### src/design/utcgps_pkg.sv
package utcgps_pkg;

    localparam logic [11:0]        EPOCH_YEAR         = 12'd1980;
    // Leap years in 1..1979
    localparam logic [8:0]         LEAPS_BEFORE_EPOCH = 9'd479;
    localparam logic [4:0]         EPOCH_DAY_SHIFT    = 5'd6;
    // ceil(2^15 / 25): exact quotient for dividends below 1024
    localparam logic [10:0]        RECIP_25           = 11'd1311;
    // ceil(2^16 / 7): exact quotient for dividends below 8192
    localparam logic [13:0]        RECIP_7            = 14'd9363;
    localparam logic [16:0]        SECS_PER_HOUR      = 17'd3600;
    localparam logic [16:0]        SECS_PER_MINUTE    = 17'd60;
    localparam logic signed [20:0] SECS_PER_DAY       = 21'sd86400;
    localparam logic [5:0]         LEAP_SECONDS_RESET = 6'd18;

    typedef struct packed {
        logic [11:0] year;
        logic [3:0]  month;
        logic [4:0]  day;
        logic [4:0]  hour;
        logic [5:0]  minute;
        logic [5:0]  second;
    } utc_req_t;

    typedef struct packed {
        logic [12:0] day_sum;    // days since epoch, valid mod 7
        logic        pre_epoch;  // the first days before the epoch
        logic [4:0]  day;
        logic [16:0] tod;        // time of day plus leap seconds
    } day_stage_t;

    typedef struct packed {
        logic signed [3:0] dow;
        logic [16:0]       tod;
    } dow_stage_t;

    // Days in the months before the given one; months 13 and 14 count as February.
    function automatic logic [8:0] month_offset(input logic [3:0] month, input logic leap);
        logic [8:0] base;
        logic [1:0] extra;
        begin
            base  = 9'd0;
            extra = 2'd0;
            unique case (month)
                4'd0:    base = 9'd0;
                4'd1:    base = 9'd0;
                4'd2:    base = 9'd31;
                4'd3:    base = 9'd59;
                4'd4:    base = 9'd90;
                4'd5:    base = 9'd120;
                4'd6:    base = 9'd151;
                4'd7:    base = 9'd181;
                4'd8:    base = 9'd212;
                4'd9:    base = 9'd243;
                4'd10:   base = 9'd273;
                4'd11:   base = 9'd304;
                4'd12:   base = 9'd334;
                4'd13:   base = 9'd365;
                4'd14:   base = 9'd393;
                4'd15:   base = 9'd421;
                default: base = 9'd0;
            endcase
            if (leap)
            begin
                if (month == 4'd15)
                    extra = 2'd3;
                else if (month == 4'd14)
                    extra = 2'd2;
                else if (month >= 4'd3)
                    extra = 2'd1;
            end
            return base + 9'(extra);
        end
    endfunction

endpackage

### src/design/utcgps_day_calc.sv
module utcgps_day_calc
    import utcgps_pkg::*;
(
    input  logic       clk,
    input  logic       rst_n,
    input  logic [5:0] leap_seconds,
    input  logic       up_valid,
    output logic       up_ready,
    input  utc_req_t   up_data,
    output logic       dn_valid,
    input  logic       dn_ready,
    output day_stage_t dn_data
);

    logic        valid_reg;
    day_stage_t  data_reg;
    day_stage_t  data_next;

    logic [11:0] prev_year;
    logic [20:0] prev_q100_prod;
    logic [18:0] prev_q400_prod;
    logic [20:0] cur_q100_prod;
    logic [18:0] cur_q400_prod;
    logic [5:0]  prev_div100;
    logic [3:0]  prev_div400;
    logic        cur_div100;
    logic        cur_div400;
    logic        leap;
    logic        after_epoch;
    logic [12:0] year_term;

    assign prev_year      = up_data.year - 12'd1;
    assign prev_q100_prod = 21'(prev_year[11:2]) * 21'(RECIP_25);
    assign prev_q400_prod = 19'(prev_year[11:4]) * 19'(RECIP_25);
    assign cur_q100_prod  = 21'(up_data.year[11:2]) * 21'(RECIP_25);
    assign cur_q400_prod  = 19'(up_data.year[11:4]) * 19'(RECIP_25);
    assign prev_div100    = prev_q100_prod[20:15];
    assign prev_div400    = prev_q400_prod[18:15];

    // x is a multiple of 25 exactly when the fraction bits of x*RECIP_25 stay small
    assign cur_div100 = (up_data.year[1:0] == 2'd0) && (cur_q100_prod[14:0] < 15'(RECIP_25));
    assign cur_div400 = (up_data.year[3:0] == 4'd0) && (cur_q400_prod[14:0] < 15'(RECIP_25));
    assign leap       = ((up_data.year[1:0] == 2'd0) && !cur_div100) || cur_div400;

    assign after_epoch = up_data.year > EPOCH_YEAR;

    // 365 is 1 mod 7, so whole years add one day each plus their leap days
    always_comb
    begin
        year_term = 13'd0;
        if (after_epoch)
            year_term = 13'(up_data.year - EPOCH_YEAR) + 13'(prev_year[11:2])
                      + 13'(prev_div400) - 13'(prev_div100) - 13'(LEAPS_BEFORE_EPOCH);
    end

    always_comb
    begin
        data_next.day_sum   = year_term + 13'(month_offset(up_data.month, leap))
                            + 13'(up_data.day) + 13'd1;
        data_next.pre_epoch = !after_epoch && (up_data.month <= 4'd1)
                            && (up_data.day < EPOCH_DAY_SHIFT);
        data_next.day       = up_data.day;
        data_next.tod       = 17'(up_data.hour) * SECS_PER_HOUR
                            + 17'(up_data.minute) * SECS_PER_MINUTE
                            + 17'(up_data.second) + 17'(leap_seconds);
    end

    assign up_ready = !valid_reg || dn_ready;
    assign dn_valid = valid_reg;
    assign dn_data  = data_reg;

    always_ff @(posedge clk or negedge rst_n)
    begin
        if (!rst_n)
            valid_reg <= 1'b0;
        else if (up_ready)
            valid_reg <= up_valid;
    end

    always_ff @(posedge clk)
    begin
        if (up_valid && up_ready)
            data_reg <= data_next;
    end

    // smallest regular sum: year 1981 with month and day zero gives 2 + 1
    a_day_sum_floor: assert property (@(posedge clk) disable iff (!rst_n)
        valid_reg && !data_reg.pre_epoch |-> data_reg.day_sum >= 13'd3)
        else $error("day count below floor on regular path");

endmodule

### src/design/utcgps_weekday.sv
module utcgps_weekday
    import utcgps_pkg::*;
(
    input  logic       clk,
    input  logic       rst_n,
    input  logic       up_valid,
    output logic       up_ready,
    input  day_stage_t up_data,
    output logic       dn_valid,
    input  logic       dn_ready,
    output dow_stage_t dn_data
);

    logic        valid_reg;
    dow_stage_t  data_reg;
    dow_stage_t  data_next;
    logic [26:0] quot_prod;
    logic [2:0]  rem7;

    assign quot_prod = 27'(up_data.day_sum) * 27'(RECIP_7);
    // remainder = n - 7q; only the low three bits matter and -7q == q mod 8
    assign rem7 = up_data.day_sum[2:0] + quot_prod[18:16];

    always_comb
    begin
        data_next.tod = up_data.tod;
        if (up_data.pre_epoch)
            data_next.dow = $signed(4'(up_data.day) - 4'(EPOCH_DAY_SHIFT));
        else
            data_next.dow = $signed({1'b0, rem7});
    end

    assign up_ready = !valid_reg || dn_ready;
    assign dn_valid = valid_reg;
    assign dn_data  = data_reg;

    always_ff @(posedge clk or negedge rst_n)
    begin
        if (!rst_n)
            valid_reg <= 1'b0;
        else if (up_ready)
            valid_reg <= up_valid;
    end

    always_ff @(posedge clk)
    begin
        if (up_valid && up_ready)
            data_reg <= data_next;
    end

    a_dow_range: assert property (@(posedge clk) disable iff (!rst_n)
        valid_reg |-> (data_reg.dow >= -4'sd6) && (data_reg.dow <= 4'sd6))
        else $error("day of week out of range");

endmodule

### src/design/utcgps_result.sv
module utcgps_result
    import utcgps_pkg::*;
(
    input  logic               clk,
    input  logic               rst_n,
    input  logic               up_valid,
    output logic               up_ready,
    input  dow_stage_t         up_data,
    output logic               dn_valid,
    input  logic               dn_ready,
    output logic signed [20:0] dn_data
);

    logic               valid_reg;
    logic signed [20:0] sow_reg;
    logic signed [20:0] sow_next;
    logic signed [20:0] dow_ext;

    assign dow_ext  = 21'(up_data.dow);
    assign sow_next = dow_ext * SECS_PER_DAY + $signed({4'b0, up_data.tod});

    assign up_ready = !valid_reg || dn_ready;
    assign dn_valid = valid_reg;
    assign dn_data  = sow_reg;

    always_ff @(posedge clk or negedge rst_n)
    begin
        if (!rst_n)
            valid_reg <= 1'b0;
        else if (up_ready)
            valid_reg <= up_valid;
    end

    always_ff @(posedge clk)
    begin
        if (up_valid && up_ready)
            sow_reg <= sow_next;
    end

    a_sow_range: assert property (@(posedge clk) disable iff (!rst_n)
        valid_reg |-> (sow_reg >= -21'sd518400) && (sow_reg <= 21'sd633906))
        else $error("seconds of week out of range");

endmodule

### src/design/utc_to_gps_seconds_of_week.sv
// UTC calendar date/time to GPS seconds of week.
//
// Request channel: utc_valid/utc_ready with the date and time fields.
// Result channel: sow_valid/sow_ready with seconds_of_week (signed, negative
// for the last days before 6 Jan 1980). Both accept on valid & ready.
// cfg_wr_en/cfg_wr_data write the leap second offset register.
//
// Four register stages: input, day count, weekday (mod 7), result. A request
// passes through them in that order. One request per cycle is sustained while
// sow_ready is high; each stage only multiplies by constants.
//
// Reset empties all stages and loads a leap second offset of 18.
// When sow_ready is low the result holds and the stages behind it keep
// filling; utc_ready drops only once all four registers are occupied.
module utc_to_gps_seconds_of_week
    import utcgps_pkg::*;
(
    input  logic               clk,
    input  logic               rst_n,
    input  logic               cfg_wr_en,
    input  logic [5:0]         cfg_wr_data,
    input  logic               utc_valid,
    output logic               utc_ready,
    input  logic [11:0]        utc_year,
    input  logic [3:0]         utc_month,
    input  logic [4:0]         utc_day,
    input  logic [4:0]         utc_hour,
    input  logic [5:0]         utc_minute,
    input  logic [5:0]         utc_second,
    output logic               sow_valid,
    input  logic               sow_ready,
    output logic signed [20:0] seconds_of_week
);

    logic       leap_seconds_reg;
    logic [5:0] leap_seconds_q_reg;
    logic       req_valid_reg;
    utc_req_t   req_reg;
    utc_req_t   req_next;

    logic       day_ready;
    logic       day_valid;
    day_stage_t day_data;
    logic       dow_ready;
    logic       dow_valid;
    dow_stage_t dow_data;
    logic       res_ready;

    always_ff @(posedge clk or negedge rst_n)
    begin
        if (!rst_n)
        begin
            leap_seconds_reg   <= 1'b0;
            leap_seconds_q_reg <= LEAP_SECONDS_RESET;
        end
        else if (cfg_wr_en)
        begin
            leap_seconds_reg   <= 1'b1;
            leap_seconds_q_reg <= cfg_wr_data;
        end
    end

    assign req_next = '{year: utc_year, month: utc_month, day: utc_day,
                        hour: utc_hour, minute: utc_minute, second: utc_second};

    assign utc_ready = !req_valid_reg || day_ready;

    always_ff @(posedge clk or negedge rst_n)
    begin
        if (!rst_n)
            req_valid_reg <= 1'b0;
        else if (utc_ready)
            req_valid_reg <= utc_valid;
    end

    always_ff @(posedge clk)
    begin
        if (utc_valid && utc_ready)
            req_reg <= req_next;
    end

    utcgps_day_calc u_day_calc (
        .clk          (clk),
        .rst_n        (rst_n),
        .leap_seconds (leap_seconds_q_reg),
        .up_valid     (req_valid_reg),
        .up_ready     (day_ready),
        .up_data      (req_reg),
        .dn_valid     (day_valid),
        .dn_ready     (dow_ready),
        .dn_data      (day_data)
    );

    utcgps_weekday u_weekday (
        .clk      (clk),
        .rst_n    (rst_n),
        .up_valid (day_valid),
        .up_ready (dow_ready),
        .up_data  (day_data),
        .dn_valid (dow_valid),
        .dn_ready (res_ready),
        .dn_data  (dow_data)
    );

    utcgps_result u_result (
        .clk      (clk),
        .rst_n    (rst_n),
        .up_valid (dow_valid),
        .up_ready (res_ready),
        .up_data  (dow_data),
        .dn_valid (sow_valid),
        .dn_ready (sow_ready),
        .dn_data  (seconds_of_week)
    );

    a_cfg_write: assert property (@(posedge clk) disable iff (!rst_n)
        cfg_wr_en |=> leap_seconds_q_reg == $past(cfg_wr_data))
        else $error("leap second register did not take the write");

    a_reset_offset: assert property (@(posedge clk) disable iff (!rst_n)
        !leap_seconds_reg |-> leap_seconds_q_reg == LEAP_SECONDS_RESET)
        else $error("leap second offset changed without a write");

    a_backpressure: assert property (@(posedge clk) disable iff (!rst_n)
        !utc_ready |-> req_valid_reg && day_valid && dow_valid && sow_valid && !sow_ready)
        else $error("request stalled while a stage is empty");

endmodule
### config.mk
export PLATFORM = sky130hd
export DESIGN_NAME = utc_to_gps_seconds_of_week
export DESIGN_NICKNAME = d
export VERILOG_FILES = /design/src/design/utcgps_pkg.sv /design/src/design/utcgps_day_calc.sv /design/src/design/utcgps_weekday.sv /design/src/design/utcgps_result.sv /design/src/design/utc_to_gps_seconds_of_week.sv
export SDC_FILE = /design/constraint.sdc
export NUM_CORES = 1
export LEC_CHECK = 0
export BUFFER_PORTS_ARGS = -buffer_cell sky130_fd_sc_hd__buf_2
export CAP_MARGIN = 20
export CORE_MARGIN = 1.5
export CORE_UTILIZATION = 56
export CTS_CLUSTER_SIZE = 14
export DETAILED_ROUTE_END_ITERATION = 7
export GPL_ROUTABILITY_DRIVEN = 1
export PLACE_DENSITY = 0.71
export SLEW_MARGIN = 20
export SYNTH_ARGS = -nofsm -noshare
export SYNTH_HDL_FRONTEND = slang
export SYNTH_SLANG_ARGS = --single-unit
### constraint.sdc
create_clock -name clk -period 17.4 [get_ports clk]
set_input_delay 3.48 -clock clk [delete_from_list [all_inputs] [get_ports clk]]
set_output_delay 3.48 -clock clk [all_outputs]
set_load 0.01 [all_outputs]
==> summary.txt, run 1 <==
CTS
  – Clk sinks: 134
  – CTS Buf Count: 17
  – Hold buffers post-CTS: 0
  – Clock Tree Buf Depth: 2
  – Clk slew on worst S/H paths: 0.06 ns
  – Skew-Pair Late Insertion Delay: about 0.43 ns
  – CTS H-tree lvls: 4
  – Post-CTS Setup Bufs: 0
  – Clk root buf: clkbuf_16
  – Post-CTS Resized: 0
  – CTS tree: done

Synthesis
  – Xor/xnor cell area share of the yosys netlist: roughly 6.4%
  – Mapped Area: about 0.016 mm²
  – Simple-gate area share of the yosys netlist: roughly 6.6%
  – Synth Instances: 1526
  – Post-synth EDFFs: approximately 120
  – Yosys warning total: 0
  – Fraction of registers with async set/reset: 7.463%
  – Post-synthesis mux area share: less than 1%
  – Post-synthesis sequential area ratio: a little under a quarter
  – Avg Cell Area, Syn: about 11 µm²
  – Post-Syn Nets: about 2.1k
  – Adder-cell share of the synthesized area: around 46%
  – Synthesized flop and latch total: around 130
  – Main combinational cell family by area after synthesis: adder cells
  – Synth Area in Compound Gates: under 10%
  – Distinct cell type count after synthesis: 70
  – Dominant synthesized flop cell: edfxtp_1

GRT
  – GRT overflow: 0
  – Largest net degree at the start of global routing: 36
  – Initial antenna violation count: 1
  – First-pass GRT wire length: around 52000 µm
  – Tot GR Track Use: about a fifth
  – Vias in the first global route: approximately 11k

Hold path
  – Hold Path Class: reg -> reg
  – Hold Crit Start: u_day_calc.dn_data[11]

Floorplanning
  – Initial Util: 56.60%
  – Die area: between 0.02 and 0.03 mm²
  – Placeable Area: 0.02863 mm²
  – DIE HEIGHT: between 150 and 200 µm
  – I/O pins: between 70 and 80
  – Die Width: between 150 and 200 µm
  – Site Rows: slightly above 60

Status
  – Status: finished, final reports clean

Finish
  – Most common cell after layout, fill and taps aside: ha_1
  – Most frequent cells in the layout: ha_1 (375), inv_1 (315), fa_1 (134), edfxtp_1 (115), xnor2_1 (89)
  – Layout cells sized above 1: about 8.8%
  – Layout Nets: approximately 2.2k
  – Max reg flops: 38
  – Area Growth Syn to Fin: 9.375%
  – Final instance area: between 0.015 and 0.02 mm²

STA
  – F_max: approximately 90 MHz
  – Final Max Tran Viols: 0
  – Setup violations, final: 0
  – Fin crit period: ~11 ns
  – Worst-margin pin slew: just over 1 ns
  – Setup TNS: 0 ns
  – Slew Limit Headroom: just over 30%
  – Final hold vios: 0
  – Tcrit/Tclk final: between 60% and 70%
  – RSZ-0062 raised after global routing: no
  – Worst clock skew: 0.01322 ns

Worst setup path
  – Critical path's slowest cell: o41ai_1
  – Setup CP Type: reg -> reg
  – Data arrival time of the worst path: roughly 11 ns
  – Reg-to-reg startpoint: req_reg[30]
  – Max incr delay on CP: around 0.64 ns
  – CP startpoint: req_reg[30]
  – Critical path peak fanout: 9
  – Endpoint class of the critical path: flop
  – Critical Path RT: 17.56 ns
  – Worst path most repeated cell: ha_1
  – Setup crit start kind: flop

Drt
  – Vias: between 10k and 15k
  – Vias/cell: between 5 and 6
  – WL/cell: between 10 and 15 µm
  – Routed WL: between 30000 and 40000 µm
  – DRC Markers: 0
  – Drt initial violations: 368
  – Antenna viol nets, final: 0
  – Drt pass-1 iters: 4

Flow run
  – Max-cap check violation count: 0

Place
  – Hpwl dp: approximately 26000 µm
  – GP Congestion: roughly 0.86
  – Dpl cell area: ~0.017 mm²
  – Port Buf Inserts: slightly above 70
[synthesized netlist by cell type (3+ instances only)]
| cell | number | area, µm² |
|---|---|---|
| ha_1 | 375 | 4692 |
| inv_1 | 316 | 1186 |
| fa_1 | 134 | 2683 |
| edfxtp_1 | 115 | 3453 |
| xnor2_1 | 89 | 779.5 |
| nor2_1 | 58 | 217.7 |
| a21oi_1 | 51 | 255.2 |
| nand2_1 | 50 | 187.7 |
| o21ai_0 | 37 | 185.2 |
| xor2_1 | 30 | 262.8 |
| a21o_1 | 29 | 217.7 |
| nand3_1 | 25 | 125.1 |
| nor3_1 | 24 | 120.1 |
| a211oi_1 | 16 | 120.1 |
| nor2b_1 | 12 | 75.07 |
| o21a_1 | 11 | 82.58 |
| o21bai_1 | 11 | 82.58 |
| nand2b_1 | 10 | 62.56 |
| dfxtp_1 | 9 | 180.2 |
| dfrtp_1 | 8 | 200.2 |
| or2_2 | 8 | 50.05 |
| mux2_2 | 7 | 78.83 |
| and3_1 | 6 | 37.54 |
| a31oi_1 | 5 | 31.28 |
| mux2i_1 | 5 | 50.05 |
| o211ai_1 | 5 | 37.54 |
| or3_1 | 5 | 31.28 |
| a2111oi_0 | 4 | 35.03 |
| and2_1 | 4 | 25.02 |
| nand4_1 | 4 | 25.02 |
| o2111ai_1 | 4 | 35.03 |
| or4_1 | 4 | 30.03 |
| a31o_2 | 3 | 26.28 |
| a41oi_1 | 3 | 26.28 |
| o31a_1 | 3 | 26.28 |
| o31ai_1 | 3 | 22.52 |
[critical path, delay by kind of cell (launching register included)]
family | cells | cell delay [ns]
buf+inv | 7 | 0.71
xor+xnor | 5 | 1.10
fa+ha+maj | 15 | 5.50
compound gates | 10 | 2.74
flops | 1 | 0.59
simple gates | 4 | 0.37
[layer usage]
metal  GRT usage [%]  vias to the layer above  part of all wire, %
met3           2.704                       32                  2.8
met2           37.23                      146                   50
met5               0                        -                    0
met1           28.10                     5055                   46
met4           5.543                        0                  1.7
li1                -                     5362                    -
[final timing paths]
path,to,slack (ns),cells after the start
setup reg to reg,u_day_calc.dn_data[34],6.13,41
max in group asynchronous,leap_seconds_q_reg[1],14.23,1
hold reg to reg,u_weekday.dn_data[11],0.41,0
min in group asynchronous,req_valid_reg,2.91,1
hold / removal,u_weekday.dn_data[11],0.41,0
setup / recovery,u_day_calc.dn_data[34],6.13,41
[cells by family after synthesis]
family	Yosys count
fa+ha+maj	509
buf+inv	319
simple gates	220
compound gates	212
flops	134
xor+xnor	119
mux	13
[through the flow]
stage / hold slack (ns) / cells / util, % / worst slack, ns
final: 0.4132 / 2017 / 61.91 / 6.129
after global routing: 0.4160 / 2017 / 61.91 / 5.364
after CTS: 0.4154 / 2016 / 61.88 / 6.098
after detailed placement: 0.4045 / 1984 / 59.64 / 6.180
after global placement: 0.4004 / 1984 / 59.64 / 6.436
after floorplan: 0.4003 / 1526 / - / 7.057
[cell type report]
class	count	area (µm²)
Clock inverter	14	212.7
Clock buffer	18	429.2
Antenna cell	1	2.502
Multi-Input combinational cell	1073	11120
Inverter	316	1186
Sequential cell	134	3886
Fill cell	2330	10900
Timing Repair Buffer	77	400.4
Tap cell	384	480.5
Power of run 1 is left out: the tool's default activity adds up to more than one toggle a clock period on the data nets, which glitch-free logic cannot reach.
==> run 2: changes to the inputs <==
==> constraint.sdc (replaced) <==
create_clock -name clk -period 10.96 [get_ports clk]
set_input_delay 2.192 -clock clk [delete_from_list [all_inputs] [get_ports clk]]
set_output_delay 2.192 -clock clk [all_outputs]
set_load 0.01 [all_outputs]
==> summary.txt, run 2 (synthesized netlist as in run 1, its figures left out) <==
Worst setup path
  – Setup CP Type: reg -> reg
  – Max incr delay on CP: 0.55 ns (-0.09 ns)
  – Critical path's slowest cell: edfxtp_1
  – Data arrival time of the worst path: 10.54 ns (-0.89 ns)
  – Endpoint class of the critical path: flop
  – Critical path peak fanout: 7 (-2)
  – Setup crit start kind: flop
  – Critical Path RT: 11.13 ns (-6.43 ns)

STA
  – Worst hold margin: 0.4163 ns (+0.003068 ns)
  – Final Max Tran Viols: 0 (unchanged)
  – F_max: 96.35 MHz (+8.6%)
  – Slew Limit Headroom: 30.96% (about the same)
  – Tcrit/Tclk final: 94.70% (+30 points)
  – Worst clock skew: 0.01526 ns (+0.002039 ns)
  – Setup violations, final: 0 (unchanged)
  – Worst-margin pin slew: 1.036 ns (+0.003531 ns)
  – Final hold vios: 0 (unchanged)
  – Fin crit period: 10.38 ns (-0.8912 ns)

CTS
  – Clk slew on worst S/H paths: 0.06 ns (about the same)
  – Skew-Pair Late Insertion Delay: 0.42 ns (about the same)
  – CTS H-tree lvls: 4 (unchanged)
  – Clock Tree Buf Depth: 2 (unchanged)
  – CTS Buf Count: 17 (unchanged)
  – Clk sinks: 134 (unchanged)
  – Hold buffers post-CTS: 0 (unchanged)
  – Clk root buf: clkbuf_16
  – CTS tree: done

Place
  – # placed instances: 1994 (+0.50%)
  – Hpwl dp: 25740 µm (about the same)
  – Port Buf Inserts: 71 (unchanged)
  – GP Congestion: 0.8630 (+0.15%)

Drt
  – Drt pass-1 iters: 5 (+1)
  – Routed WL: 30670 µm (+1.9%)
  – Vias: 10.74k (+1.3%)
  – Drt initial violations: 464 (+26%)
  – Vias/cell: 5.287 (+0.64%)
  – WL/cell: 15.10 µm (+1.2%)
  – Antenna viol nets, final: 0 (unchanged)
  – DRC Markers: 0 (unchanged)

Finish
  – N_diodes: 0 (-1)
  – Max reg flops: 38 (unchanged)
  – Final design utilization: 62.33% (+0.42 points)
  – Area Growth Syn to Fin: 10.12%
  – Most frequent cells in the layout: ha_1 (374), inv_1 (313), fa_1 (134), edfxtp_1 (115), xnor2_1 (86)
  – # fillers: 2291 (-1.7%)
  – Layout Nets: 2192 (+0.69%)
  – Layout Cells excl Fill: 2031 (+0.69%)
  – Layout cells sized above 1: 10.32% (+1.6 points)
  – Most common cell after layout, fill and taps aside: ha_1

Floorplanning
  – Die Width: 173.1 µm (unchanged)
  – DIE HEIGHT: 173.1 µm (unchanged)
  – I/O pins: 72 (unchanged)
  – Site Rows: 62 (unchanged)
  – Placeable Area: 0.02863 mm² (unchanged)
  – Die area: 0.02996 mm² (unchanged)
  – Initial Util: 56.60% (unchanged)

Hold path
  – Hold Path Class: reg -> reg

GRT
  – Vias in the first global route: 11.12k (+1.6%)
  – First-pass GRT wire length: 52450 µm (+1.5%)
  – Initial antenna violation count: 0 (-1)
  – GRT overflow: 0 (unchanged)
  – Largest net degree at the start of global routing: 36 (unchanged)
  – Tot GR Track Use: 21.60% (+0.27 points)

Status
  – Status: finished, final reports clean

Flow run
  – Max-cap check violation count: 0 (unchanged)
==> run 2: metal layers <==
metal | wire length [µm] | GRT usage [%]
met1 | 14100 | 27.34
met5 | 0 | 0
met2 | 15240 | 38.73
met3 | 719 | 2.617
met4 | 616 | 6.413
==> run 2: timing repair <==
action,in CTS,in global routing
buffers inserted,0,5
resized for setup,0,15
setup endpoints to repair,0,7
==> run 2: worst max-delay path, delay by kind of cell (launching register included) <==
family,cells,cell delay (ns)
fa+ha+maj,14,5.42
compound gates,10,2.04
simple gates,8,0.88
xor+xnor,4,0.67
flops,1,0.55
buf+inv,7,0.53
==> run 2: worst paths after layout <==
check                                startpoint                     end  slack (ns)  cells past startpoint
setup / recovery                    req_reg[28]  u_day_calc.dn_data[35]        0.58                     43
hold / removal             u_weekday.dn_data[6]     u_result.dn_data[6]        0.42                      0
setup reg to reg                    req_reg[28]  u_day_calc.dn_data[35]        0.58                     43
hold reg to reg            u_weekday.dn_data[6]     u_result.dn_data[6]        0.42                      0
max in group asynchronous                 rst_n   leap_seconds_q_reg[1]        9.09                      1
min in group asynchronous                 rst_n   leap_seconds_q_reg[2]        1.62                      1
==> run 2: layout make-up <==
class | instances | area (µm²) | area share [%]
well taps | 384 | 480.5 | 2.693
inverters | 316 | 1186 | 6.647
clock inverters | 15 | 156.4 | 0.8765
multi-input cells | 1073 | 11200 | 62.74
flip-flops and latches | 134 | 3886 | 21.78
repair buffers | 92 | 513.0 | 2.875
clock buffers | 17 | 425.4 | 2.384
==> run 2: stage by stage <==
stage          cell area (µm²)  worst slack, ns  TNS [ns]
6_report                 17840           0.5806         0
5_1_grt                  17840         -0.01666  -0.01666
4_1_cts                  17730           0.1129         0
3_5_place_dp             17150           0.1626         0
3_3_place_gp             17150           0.4152         0
2_1_floorplan            16200           0.6165         0
Power of run 2 is left out for the same reason.
